File: src/sv/rrcb_pkg.sv
// ----------------------------------------------------------------------------
// rrcb_pkg
// Shared constants, types and arithmetic helpers for the rounded rectangle
// coverage blend core.
// ----------------------------------------------------------------------------
package rrcb_pkg;

  localparam int COORD_BITS = 12;
  localparam int RFRAC      = 4;

  localparam int GEO_W  = 18;
  localparam int RAD_W  = 16;
  localparam int MAXR_W = 13 + RFRAC - 1;
  localparam int RCMP_W = 24;
  localparam int DX_W   = GEO_W + RFRAC + 1;
  localparam int DP_W   = RAD_W + 1;
  localparam int COV_W  = 9;

  localparam int SQ_BITS = DP_W + 1;
  localparam int SQ_ITER = 2;
  localparam int SQ_STG  = SQ_BITS / SQ_ITER;

  localparam int ST_GEO = 0;
  localparam int ST_DXY = 1;
  localparam int ST_SQR = 2;
  localparam int ST_SUM = 3;
  localparam int ST_RT0 = 4;
  localparam int ST_COV = ST_RT0 + SQ_STG;
  localparam int ST_MUL = ST_COV + 1;
  localparam int ST_OUT = ST_COV + 2;
  localparam int NUM_ST = ST_COV + 3;

  localparam logic [RAD_W:0]            HALF     = (RAD_W + 1)'(2 ** (RFRAC - 1));
  localparam logic signed [DX_W-1:0]    HALF_D   = DX_W'(2 ** (RFRAC - 1));
  localparam logic signed [DX_W-1:0]    DX_ZERO  = DX_W'(0);
  localparam logic signed [GEO_W-1:0]   G_ONE    = GEO_W'(1);
  localparam logic [COV_W-1:0]          COV_FULL = COV_W'(256);
  localparam logic [12:0]               BUF_RST  = 13'd4096;

  typedef enum logic [2:0] {
    REG_RECT_LEFT     = 3'd0,
    REG_RECT_TOP      = 3'd1,
    REG_RECT_WIDTH    = 3'd2,
    REG_RECT_HEIGHT   = 3'd3,
    REG_CORNER_RADIUS = 3'd4,
    REG_FILL_COLOR    = 3'd5,
    REG_BUFFER_WIDTH  = 3'd6,
    REG_BUFFER_HEIGHT = 3'd7
  } cfg_idx_e;

  typedef struct packed {
    logic lx;
    logic rx;
    logic ty;
    logic by;
  } zone_t;

  typedef struct packed {
    logic        skip;
    logic        dpos;
    logic [31:0] dst;
  } carry_t;

  typedef struct packed {
    logic [SQ_BITS+1:0]   rem;
    logic [SQ_BITS-1:0]   root;
    logic [2*SQ_BITS-1:0] rad;
  } sq_t;

  // One restoring square root step: brings in two radicand bits, yields one root bit.
  function automatic sq_t sqrt_step(sq_t s);
    logic [SQ_BITS+3:0] rem2;
    logic [SQ_BITS+3:0] trial;
    sq_t                n;
    rem2  = {s.rem, s.rad[2*SQ_BITS-1 -: 2]};
    trial = {2'b00, s.root, 2'b01};
    n.rad = s.rad << 2;
    if (rem2 >= trial) begin
      n.rem  = (SQ_BITS + 2)'(rem2 - trial);
      n.root = {s.root[SQ_BITS-2:0], 1'b1};
    end else begin
      n.rem  = (SQ_BITS + 2)'(rem2);
      n.root = {s.root[SQ_BITS-2:0], 1'b0};
    end
    return n;
  endfunction

  // Truncating division by 255, exact for every product of two bytes.
  function automatic logic [7:0] div255(logic [15:0] x);
    logic [16:0] t;
    t = 17'(x) + 17'(x >> 8) + 17'd1;
    return t[15:8];
  endfunction

endpackage

File: src/sv/rrcb_if.sv
// ----------------------------------------------------------------------------
// rrcb_if
// Ready/valid channels for pixel requests into the core and blended pixels
// out of it.
// ----------------------------------------------------------------------------
interface rrcb_pix_in_if import rrcb_pkg::*; ();
  logic                  valid;
  logic                  ready;
  logic [COORD_BITS-1:0] pixel_x;
  logic [COORD_BITS-1:0] pixel_y;
  logic [31:0]           dest_pixel;

  modport source(output valid, pixel_x, pixel_y, dest_pixel, input ready);
  modport sink(input valid, pixel_x, pixel_y, dest_pixel, output ready);
endinterface

interface rrcb_pix_out_if import rrcb_pkg::*; ();
  logic        valid;
  logic        ready;
  logic        write_enable;
  logic [31:0] new_pixel;

  modport source(output valid, write_enable, new_pixel, input ready);
  modport sink(input valid, write_enable, new_pixel, output ready);
endinterface

File: src/sv/rounded_rect_coverage_blend_core.sv
// ----------------------------------------------------------------------------
// rounded_rect_coverage_blend_core
// Antialiased rounded rectangle fill with source-over blending, one pixel
// request per clock through a sixteen stage pipeline unless pix_out back-pressure fills it.
//
//   channel   role    handshake      payload
//   pix_in    sink    valid/ready    pixel_x, pixel_y, dest_pixel
//   pix_out   source  valid/ready    write_enable, new_pixel
//   cfg       sink    cfg_write      cfg_index, cfg_data
//
// One request is taken per cycle unless pix_out back-pressure fills the pipeline. The
// depth is set by the corner distance square root, which resolves two root bits
// per stage over nine stages.
// Synchronous reset clears the stage valid bits and loads the register defaults.
// A stage holds its request while the stage after it is full and cannot load, so empty
// stages still fill while a result waits on pix_out.
// ----------------------------------------------------------------------------
module rounded_rect_coverage_blend_core import rrcb_pkg::*; (
  input  logic        clk,
  input  logic        rst,
  input  logic        cfg_write,
  input  logic [2:0]  cfg_index,
  input  logic [31:0] cfg_data,
  rrcb_pix_in_if.sink    pix_in,
  rrcb_pix_out_if.source pix_out
);

  logic signed [12:0] rect_left;
  logic signed [12:0] rect_top;
  logic [12:0]        rect_width;
  logic [12:0]        rect_height;
  logic [15:0]        corner_radius;
  logic [31:0]        fill_color;
  logic [12:0]        buffer_width;
  logic [12:0]        buffer_height;

  always_ff @(posedge clk) begin
    if (rst) begin
      rect_left     <= '0;
      rect_top      <= '0;
      rect_width    <= '0;
      rect_height   <= '0;
      corner_radius <= '0;
      fill_color    <= '0;
      buffer_width  <= BUF_RST;
      buffer_height <= BUF_RST;
    end else if (cfg_write) begin
      unique case (cfg_idx_e'(cfg_index))
        REG_RECT_LEFT:     rect_left     <= signed'(cfg_data[12:0]);
        REG_RECT_TOP:      rect_top      <= signed'(cfg_data[12:0]);
        REG_RECT_WIDTH:    rect_width    <= cfg_data[12:0];
        REG_RECT_HEIGHT:   rect_height   <= cfg_data[12:0];
        REG_CORNER_RADIUS: corner_radius <= cfg_data[15:0];
        REG_FILL_COLOR:    fill_color    <= cfg_data;
        REG_BUFFER_WIDTH:  buffer_width  <= cfg_data[12:0];
        REG_BUFFER_HEIGHT: buffer_height <= cfg_data[12:0];
      endcase
    end
  end

  logic signed [GEO_W-1:0] ix1, iy1, ix2, iy2, ri;
  logic [12:0]             shorter;
  logic [MAXR_W-1:0]       maxr;
  logic [RAD_W-1:0]        r;
  logic signed [DX_W-1:0]  rs;

  always_comb begin
    ix1     = GEO_W'(rect_left);
    iy1     = GEO_W'(rect_top);
    ix2     = ix1 + signed'(GEO_W'(rect_width));
    iy2     = iy1 + signed'(GEO_W'(rect_height));
    shorter = (rect_width < rect_height) ? rect_width : rect_height;
    maxr    = MAXR_W'(shorter) << (RFRAC - 1);
    r       = (RCMP_W'(corner_radius) < RCMP_W'(maxr)) ? corner_radius : RAD_W'(maxr);
    ri      = signed'(GEO_W'(r >> RFRAC)) + G_ONE;
    rs      = signed'(DX_W'(r));
  end

  // Stage valid bits and load enables.
  logic [NUM_ST-1:0] v;
  logic [NUM_ST-1:0] vin;
  logic [NUM_ST:0]   ld;

  always_comb begin
    ld[NUM_ST] = pix_out.ready;
    for (int k = NUM_ST - 1; k >= 0; k--) begin
      ld[k] = !v[k] || ld[k+1];
    end
    vin = {v[NUM_ST-2:0], pix_in.valid};
  end

  always_ff @(posedge clk) begin
    if (rst) begin
      v <= '0;
    end else begin
      for (int k = 0; k < NUM_ST; k++) begin
        if (ld[k]) begin
          v[k] <= vin[k];
        end
      end
    end
  end

  assign pix_in.ready = ld[ST_GEO];

  // Clipping and corner zone tests.
  logic signed [GEO_W-1:0] xs_in, ys_in;
  logic                    skip_in;
  zone_t                   zone_in;

  always_comb begin
    xs_in   = signed'(GEO_W'(pix_in.pixel_x));
    ys_in   = signed'(GEO_W'(pix_in.pixel_y));
    skip_in = (rect_width == '0) || (rect_height == '0)
           || (GEO_W'(pix_in.pixel_x) >= GEO_W'(buffer_width))
           || (GEO_W'(pix_in.pixel_y) >= GEO_W'(buffer_height))
           || (xs_in < ix1 - G_ONE) || (xs_in >= ix2 + G_ONE)
           || (ys_in < iy1 - G_ONE) || (ys_in >= iy2 + G_ONE);
    zone_in.lx = xs_in < ix1 + ri;
    zone_in.rx = xs_in >= ix2 - ri;
    zone_in.ty = ys_in < iy1 + ri;
    zone_in.by = ys_in >= iy2 - ri;
  end

  logic [COORD_BITS-1:0] s0_x, s0_y;
  zone_t                 s0_zone;
  carry_t                s0_c;

  always_ff @(posedge clk) begin
    if (ld[ST_GEO]) begin
      s0_x    <= pix_in.pixel_x;
      s0_y    <= pix_in.pixel_y;
      s0_zone <= zone_in;
      s0_c    <= '{skip: skip_in, dpos: 1'b0, dst: pix_in.dest_pixel};
    end
  end

  // Offsets from the pixel center to the corner center.
  logic signed [GEO_W-1:0] xs1, ys1, gx_l, gx_r, gy_t, gy_b;
  logic signed [DX_W-1:0]  dx_l, dx_r, dy_t, dy_b, dx_sel, dy_sel;
  logic                    dpos1;

  always_comb begin
    xs1  = signed'(GEO_W'(s0_x));
    ys1  = signed'(GEO_W'(s0_y));
    gx_l = ix1 - xs1;
    gx_r = xs1 - ix2;
    gy_t = iy1 - ys1;
    gy_b = ys1 - iy2;
    dx_l = (DX_W'(gx_l) <<< RFRAC) + rs - HALF_D;
    dx_r = (DX_W'(gx_r) <<< RFRAC) + HALF_D + rs;
    dy_t = (DX_W'(gy_t) <<< RFRAC) + rs - HALF_D;
    dy_b = (DX_W'(gy_b) <<< RFRAC) + HALF_D + rs;
    priority if (s0_zone.lx && s0_zone.ty) begin
      dx_sel = dx_l;
      dy_sel = dy_t;
    end else if (s0_zone.rx && s0_zone.ty) begin
      dx_sel = dx_r;
      dy_sel = dy_t;
    end else if (s0_zone.lx && s0_zone.by) begin
      dx_sel = dx_l;
      dy_sel = dy_b;
    end else if (s0_zone.rx && s0_zone.by) begin
      dx_sel = dx_r;
      dy_sel = dy_b;
    end else begin
      dx_sel = DX_ZERO;
      dy_sel = DX_ZERO;
    end
    dpos1 = (dx_sel > DX_ZERO) && (dy_sel > DX_ZERO);
  end

  logic [DP_W-1:0] s1_dx, s1_dy;
  carry_t          s1_c;

  always_ff @(posedge clk) begin
    if (ld[ST_DXY]) begin
      s1_dx <= dx_sel[DP_W-1:0];
      s1_dy <= dy_sel[DP_W-1:0];
      s1_c  <= '{skip: s0_c.skip, dpos: dpos1, dst: s0_c.dst};
    end
  end

  logic [2*DP_W-1:0] s2_sqx, s2_sqy;
  carry_t            s2_c;

  always_ff @(posedge clk) begin
    if (ld[ST_SQR]) begin
      s2_sqx <= (2*DP_W)'(s1_dx) * (2*DP_W)'(s1_dx);
      s2_sqy <= (2*DP_W)'(s1_dy) * (2*DP_W)'(s1_dy);
      s2_c   <= s1_c;
    end
  end

  // Square root pipeline: entry 0 holds the radicand, entry g+1 the state after stage g.
  sq_t    sqs [SQ_STG+1];
  sq_t    sqn [SQ_STG];
  carry_t cs  [SQ_STG+1];

  always_comb begin
    sq_t t;
    for (int g = 0; g < SQ_STG; g++) begin
      t = sqs[g];
      for (int i = 0; i < SQ_ITER; i++) begin
        t = sqrt_step(t);
      end
      sqn[g] = t;
    end
  end

  always_ff @(posedge clk) begin
    if (ld[ST_SUM]) begin
      sqs[0] <= '{rem: '0, root: '0,
                  rad: (2*SQ_BITS)'(s2_sqx) + (2*SQ_BITS)'(s2_sqy)};
      cs[0]  <= s2_c;
    end
    for (int g = 0; g < SQ_STG; g++) begin
      if (ld[ST_RT0+g]) begin
        sqs[g+1] <= sqn[g];
        cs[g+1]  <= cs[g];
      end
    end
  end

  // Coverage from the corner distance and the covered alpha.
  logic [SQ_BITS-1:0] cdist;
  carry_t             cov_c;
  logic [RAD_W:0]     rh, band;
  logic               far, inband, skip_cov;
  logic [COV_W-1:0]   cov;
  logic [16:0]        aprod;
  logic [7:0]         pa;

  always_comb begin
    cdist  = sqs[SQ_STG].root;
    cov_c  = cs[SQ_STG];
    rh     = (RAD_W + 1)'(r) + HALF;
    far    = SQ_BITS'(rh) < cdist;
    inband = ((SQ_BITS + 1)'(cdist) + (SQ_BITS + 1)'(HALF)) > (SQ_BITS + 1)'(r);
    band   = rh - (RAD_W + 1)'(cdist);
    if (cov_c.dpos && inband) begin
      cov = COV_W'(band[RFRAC-1:0]) << (8 - RFRAC);
    end else begin
      cov = COV_FULL;
    end
    aprod    = 17'(fill_color[31:24]) * 17'(cov);
    pa       = aprod[15:8];
    skip_cov = cov_c.skip || (cov_c.dpos && far) || (pa == 8'd0);
  end

  logic [7:0] s13_pa;
  carry_t     s13_c;

  always_ff @(posedge clk) begin
    if (ld[ST_COV]) begin
      s13_pa <= pa;
      s13_c  <= '{skip: skip_cov, dpos: cov_c.dpos, dst: cov_c.dst};
    end
  end

  logic [7:0]  inv;
  logic [15:0] m_da, m_fr, m_dr, m_fg, m_dg, m_fb, m_db;
  logic [7:0]  s14_pa;
  carry_t      s14_c;

  assign inv = 8'd255 - s13_pa;

  always_ff @(posedge clk) begin
    if (ld[ST_MUL]) begin
      m_da   <= 16'(s13_c.dst[31:24]) * 16'(inv);
      m_fr   <= 16'(fill_color[23:16]) * 16'(s13_pa);
      m_dr   <= 16'(s13_c.dst[23:16]) * 16'(inv);
      m_fg   <= 16'(fill_color[15:8]) * 16'(s13_pa);
      m_dg   <= 16'(s13_c.dst[15:8]) * 16'(inv);
      m_fb   <= 16'(fill_color[7:0]) * 16'(s13_pa);
      m_db   <= 16'(s13_c.dst[7:0]) * 16'(inv);
      s14_pa <= s13_pa;
      s14_c  <= s13_c;
    end
  end

  logic [31:0] blend;
  logic        o_we;
  logic [31:0] o_pix;

  always_comb begin
    blend[31:24] = s14_pa + div255(m_da);
    blend[23:16] = div255(m_fr) + div255(m_dr);
    blend[15:8]  = div255(m_fg) + div255(m_dg);
    blend[7:0]   = div255(m_fb) + div255(m_db);
  end

  always_ff @(posedge clk) begin
    if (ld[ST_OUT]) begin
      o_we  <= !s14_c.skip;
      o_pix <= s14_c.skip ? s14_c.dst : blend;
    end
  end

  assign pix_out.valid        = v[ST_OUT];
  assign pix_out.write_enable = o_we;
  assign pix_out.new_pixel    = o_pix;

  for (genvar k = 0; k < NUM_ST; k++) begin : g_hold_chk
    a_stage_hold: assert property (@(posedge clk) disable iff (rst)
      v[k] && !ld[k+1] |=> v[k])
      else $error("pipeline stage lost a request while stalled");
  end

  a_reset_empty: assert property (@(posedge clk) rst |=> !pix_out.valid)
    else $error("result valid right after reset");

  a_root_rem: assert property (@(posedge clk) disable iff (rst)
    v[ST_COV-1] |-> sqs[SQ_STG].rem <= {sqs[SQ_STG].root, 1'b0})
    else $error("square root remainder out of range");

  a_written_alpha: assert property (@(posedge clk) disable iff (rst)
    pix_out.valid && pix_out.write_enable |-> pix_out.new_pixel[31:24] != 8'd0)
    else $error("written pixel has zero alpha");

endmodule

File: src/flat_wrapper.sv
// flat-port wrapper written by rule: the top's interface ports become plain ports
module rounded_rect_coverage_blend_core_flat import rrcb_pkg::*;
  (clk, rst, cfg_write, cfg_index, cfg_data, pix_in_valid, pix_in_pixel_x, pix_in_pixel_y, pix_in_dest_pixel, pix_in_ready, pix_out_valid, pix_out_write_enable, pix_out_new_pixel, pix_out_ready);
  rrcb_pix_in_if pix_in_i ();
  rrcb_pix_out_if pix_out_i ();
  input  logic clk;
  input  logic rst;
  input  logic cfg_write;
  input  logic [2:0] cfg_index;
  input  logic [31:0] cfg_data;
  input wire logic [$bits(pix_in_i.valid)-1:0] pix_in_valid;
  input wire logic [$bits(pix_in_i.pixel_x)-1:0] pix_in_pixel_x;
  input wire logic [$bits(pix_in_i.pixel_y)-1:0] pix_in_pixel_y;
  input wire logic [$bits(pix_in_i.dest_pixel)-1:0] pix_in_dest_pixel;
  output wire logic [$bits(pix_in_i.ready)-1:0] pix_in_ready;
  output wire logic [$bits(pix_out_i.valid)-1:0] pix_out_valid;
  output wire logic [$bits(pix_out_i.write_enable)-1:0] pix_out_write_enable;
  output wire logic [$bits(pix_out_i.new_pixel)-1:0] pix_out_new_pixel;
  input wire logic [$bits(pix_out_i.ready)-1:0] pix_out_ready;
  assign pix_in_i.valid = pix_in_valid;
  assign pix_in_i.pixel_x = pix_in_pixel_x;
  assign pix_in_i.pixel_y = pix_in_pixel_y;
  assign pix_in_i.dest_pixel = pix_in_dest_pixel;
  assign pix_in_ready = pix_in_i.ready;
  assign pix_out_valid = pix_out_i.valid;
  assign pix_out_write_enable = pix_out_i.write_enable;
  assign pix_out_new_pixel = pix_out_i.new_pixel;
  assign pix_out_i.ready = pix_out_ready;
  rounded_rect_coverage_blend_core u_core (.clk(clk), .rst(rst), .cfg_write(cfg_write), .cfg_index(cfg_index), .cfg_data(cfg_data), .pix_in(pix_in_i), .pix_out(pix_out_i));
endmodule
File: config.mk
export PLATFORM = sky130hd
export DESIGN_NAME = rounded_rect_coverage_blend_core_flat
export DESIGN_NICKNAME = d
export VERILOG_FILES = /design/src/sv/rrcb_pkg.sv /design/src/sv/rrcb_if.sv /design/src/sv/rounded_rect_coverage_blend_core.sv /design/src/flat_wrapper.sv
export SDC_FILE = /design/constraint.sdc
export NUM_CORES = 2
export LEC_CHECK = 0
export ABC_CLOCK_PERIOD_IN_PS = 16550
export BUFFER_PORTS_ARGS = -buffer_cell sky130_fd_sc_hd__buf_2
export CAP_MARGIN = 0
export CORE_ASPECT_RATIO = 1.5
export CORE_MARGIN = 2
export CORE_UTILIZATION = 35
export DETAILED_ROUTE_END_ITERATION = 7
export GPL_ROUTABILITY_DRIVEN = 1
export GPL_TIMING_DRIVEN = 0
export PLACE_DENSITY_LB_ADDON = 0.08
export RECOVER_POWER = 100
export SLEW_MARGIN = 15
export SYNTH_ARGS = -nofsm -noshare
export SYNTH_HDL_FRONTEND = slang
export SYNTH_SLANG_ARGS = --single-unit
export TNS_END_PERCENT = 20
File: constraint.sdc
create_clock -name clk -period 16.55 [get_ports clk]
set_input_delay 0.8275 -clock clk [delete_from_list [all_inputs] [get_ports clk]]
set_output_delay 0.8275 -clock clk [all_outputs]
set_load 0.005 [all_outputs]
==> key figures <==
Run status
  – Status: finished, violations left
  – Failing checks: max-capacitance violations, max-slew violations

Finish
  – Final #Nets: 11,930
  – Area delta synth->final: 9.966%
  – Fill count: 28,430
  – Fraction of layout cells with a size suffix above 1: 4.023%

STA
  – Final setup violation count: 0
  – RSZ-0062 raised after global routing: no
  – TNS Setup: 0 ns
  – Period utilization: 89.70%
  – Endpoints failing hold: 0
  – Max_slew headroom: -199.8%
  – Layout Skew: 0.08284 ns
  – Slew @ Worst Pin: 4.497 ns
  – Fin. max-slew vios: 996
  – Fmax: 67.36 MHz
  – Period minus WS final: 14.84 ns

Floorplanning
  – Row count: 242
  – Chip height: ~670 um
  – DIE AREA: about 300,000 sq um
  – Core area: 289,800 sq um
  – Initial Utilization: 35.23%
  – IO Count: approximately 130
  – Die width: 444.9 um

Yosys
  – Synth Register Bits: 1,327
  – Share of synthesized registers carrying an async set or reset: 0%
  – Post-synthesis sequential area ratio: 37.64%
  – Primary FF master, synth: edfxtp_1
  – Synthesis warning total: 0
  – Syn Nets: 11,640
  – Number of synthesized flops with an enable pin: between 1,000 and 1,500
  – Post-synth cell types: 115
  – Synthesized area: 102,100 sq um
  – Synthesized area per cell: 10.48 sq um
  – Post-Synthesis Cells: about 10,000

Clock network
  – TritonCTS clock tree: built
  – H-tree levels: 4
  – Root Buffer Master: clkbuf_16
  – TritonCTS Buffers: around 160
  – Maximum clock path buffer count: 4
  – CTS-repair resized insts: 0
  – Post-CTS Setup Inserts: 0
  – Clk_lat worst skew: 0.85 ns
  – Reg clk slew, reported paths: approximately 0.06 ns
  – Total clock sinks: around 1,300
  – Post-CTS Hold Buffers: 0

GRT
  – First-pass GRT wire length: between 400,000 and 500,000 um
  – Antenna violations before repair: 12
  – Vias in the first global route: 73,080
  – Gr usage total: a little under a fifth
  – GRT overflow: 0
  – Largest net degree at the start of global routing: 83

Critical path
  – Worst path slowest cell: a21oi_1
  – Startpoint types: flip-flop
  – Critical path class: flip-flop to flip-flop
  – Reg2reg setup slack: roughly 1.7 ns
  – Required @ worst endpoint: 17.15 ns
  – CP endpoint kind: flip-flop
  – CP arrival: 15.44 ns
  – Reg2reg start: u_core.rect_height[12]
  – Slowest Stage Delay on Critical Path: 0.94 ns
  – Critical Path Start: u_core.rect_height[12]
  – Max FO, Critical Path: 10

Placement
  – IO buf count: 114
  – Post-DP HPWL: 231,000 um
  – Gpl congestion: 0.8999

Worst hold path
  – Min-delay src: pix_in_dest_pixel[7]
  – Hold crit path type: input port to flip-flop

Route
  – Total iterations of the first detailed-routing run: 8
  – Vias per cell: 4.978
  – Wirelength per Cell: 20.38 um
  – # DRC: 0
  – Post-Route WL: 283,800 um
  – DRT iter0 DRCs: 3,055
  – Antenna Nets Post-Route: 0
  – Vias: 69,320

Flow run
  – # Max-Cap Violations: 24
==> final cells by class <==
class                   instances  area (sq um)  share of cell area, %
multi-input cells            6807         57560                  51.27
clock inverters                83         758.2                 0.6755
repair buffers                134         584.3                 0.5205
diodes                          1         2.502               0.002229
clock buffers                 188          4119                  3.669
plain buffers                 221         882.1                 0.7858
inverters                    1381          5190                  4.624
well taps                    3782          4732                  4.216
flip-flops and latches       1327         38430                  34.23
==> state kept, by name, indices dropped and copies added (netlist names), 17 cells and up <==
register                  cells
u_core.s1_c                  34
u_core.pix_out.new_pixel     32
u_core.cs                   340
u_core.sqs                  396
u_core.s0_c                  33
u_core.s2_sqx                30
u_core.s1_dy                 17
u_core.s2_sqy                33
u_core.fill_color            32
u_core.s2_c                  34
u_core.s14_c                 33
u_core.s13_c                 33
==> critical path: cells and delay by family, from the launching register on <==
| kind | cells | cell delay [ns] |
|---|---|---|
| simple gates | 9 | 2.08 |
| mux | 1 | 0.37 |
| buf+inv | 9 | 2.04 |
| flops | 1 | 0.57 |
| xor+xnor | 2 | 0.41 |
| compound gates | 19 | 6.02 |
| fa+ha+maj | 8 | 3.08 |
==> worst paths after layout <==
kind / end / cells after the start
max: u_core.s13_c[33] / 48
min: u_core.s0_c[7] / 1
max reg2reg: u_core.s13_c[33] / 48
min reg2reg: u_core.sqs[5][23] / 0
==> metal layers <==
metal / part of all wire (%) / track usage, % / up-vias
li1: - / - / 33790
met1: 37 / 20.36 / 33940
met2: 55 / 37.41 / 1098
met5: 0.0046 / 0 / -
met3: 2.7 / 1.814 / 490
met4: 5.2 / 8.536 / 2
==> Yosys cell counts (62+ instances only) <==
cell / instances / area, sq um
o21a_1: 96 / 720.7
a21oi_1: 589 / 2948
nand3_1: 128 / 640.6
nand2_1: 866 / 3251
xnor2_1: 471 / 4125
nor2_1: 427 / 1603
nor2b_1: 227 / 1420
nand4_1: 62 / 387.9
xor2_1: 214 / 1874
o21ai_0: 336 / 1682
inv_1: 1374 / 5157
nand2b_1: 225 / 1408
dfxtp_1: 142 / 2843
fa_1: 672 / 13450
edfxtp_1: 1185 / 35580
a21o_1: 159 / 1194
and2_1: 260 / 1627
ha_1: 1134 / 14190
nor3_1: 141 / 705.7
clkbuf_1: 182 / 683.2
==> layout by cell type, fill, tap and decap left out, types with 238 or more instances in the layout <==
master,synthesis,routed
a21oi_1,589,588
and2_1,260,238
clkbuf_1,182,283
edfxtp_1,1185,1185
fa_1,672,672
ha_1,1134,1134
inv_1,1374,1372
nand2_1,866,866
nor2_1,427,428
o21ai_0,336,344
xnor2_1,471,471
==> metrics by stage <==
stage          utilization (%)  cell area [sq um]  std cells  hold WS, ns  setup WS (ns)
3_5_place_dp             37.26             108000      13650       0.4045          2.533
4_1_cts                  38.94             112800      13920      0.07899          2.409
5_1_grt                  38.74             112300      13920       0.1006         0.8769
2_1_floorplan                -             102100       9736       0.4003          3.992
6_report                 38.74             112300      13920       0.1563          1.705
3_3_place_gp             37.06             107400      13630       0.4007         -4.898
==> cell families after synthesis <==
group	synth area share, %
simple gates	12.78
mux	0.5589
flops	37.64
buf+inv	5.945
xor+xnor	5.899
fa+ha+maj	27.08
compound gates	10.10
Power is left out: the tool's default activity adds up to more than one toggle a clock period on the data nets, which glitch-free logic cannot reach.
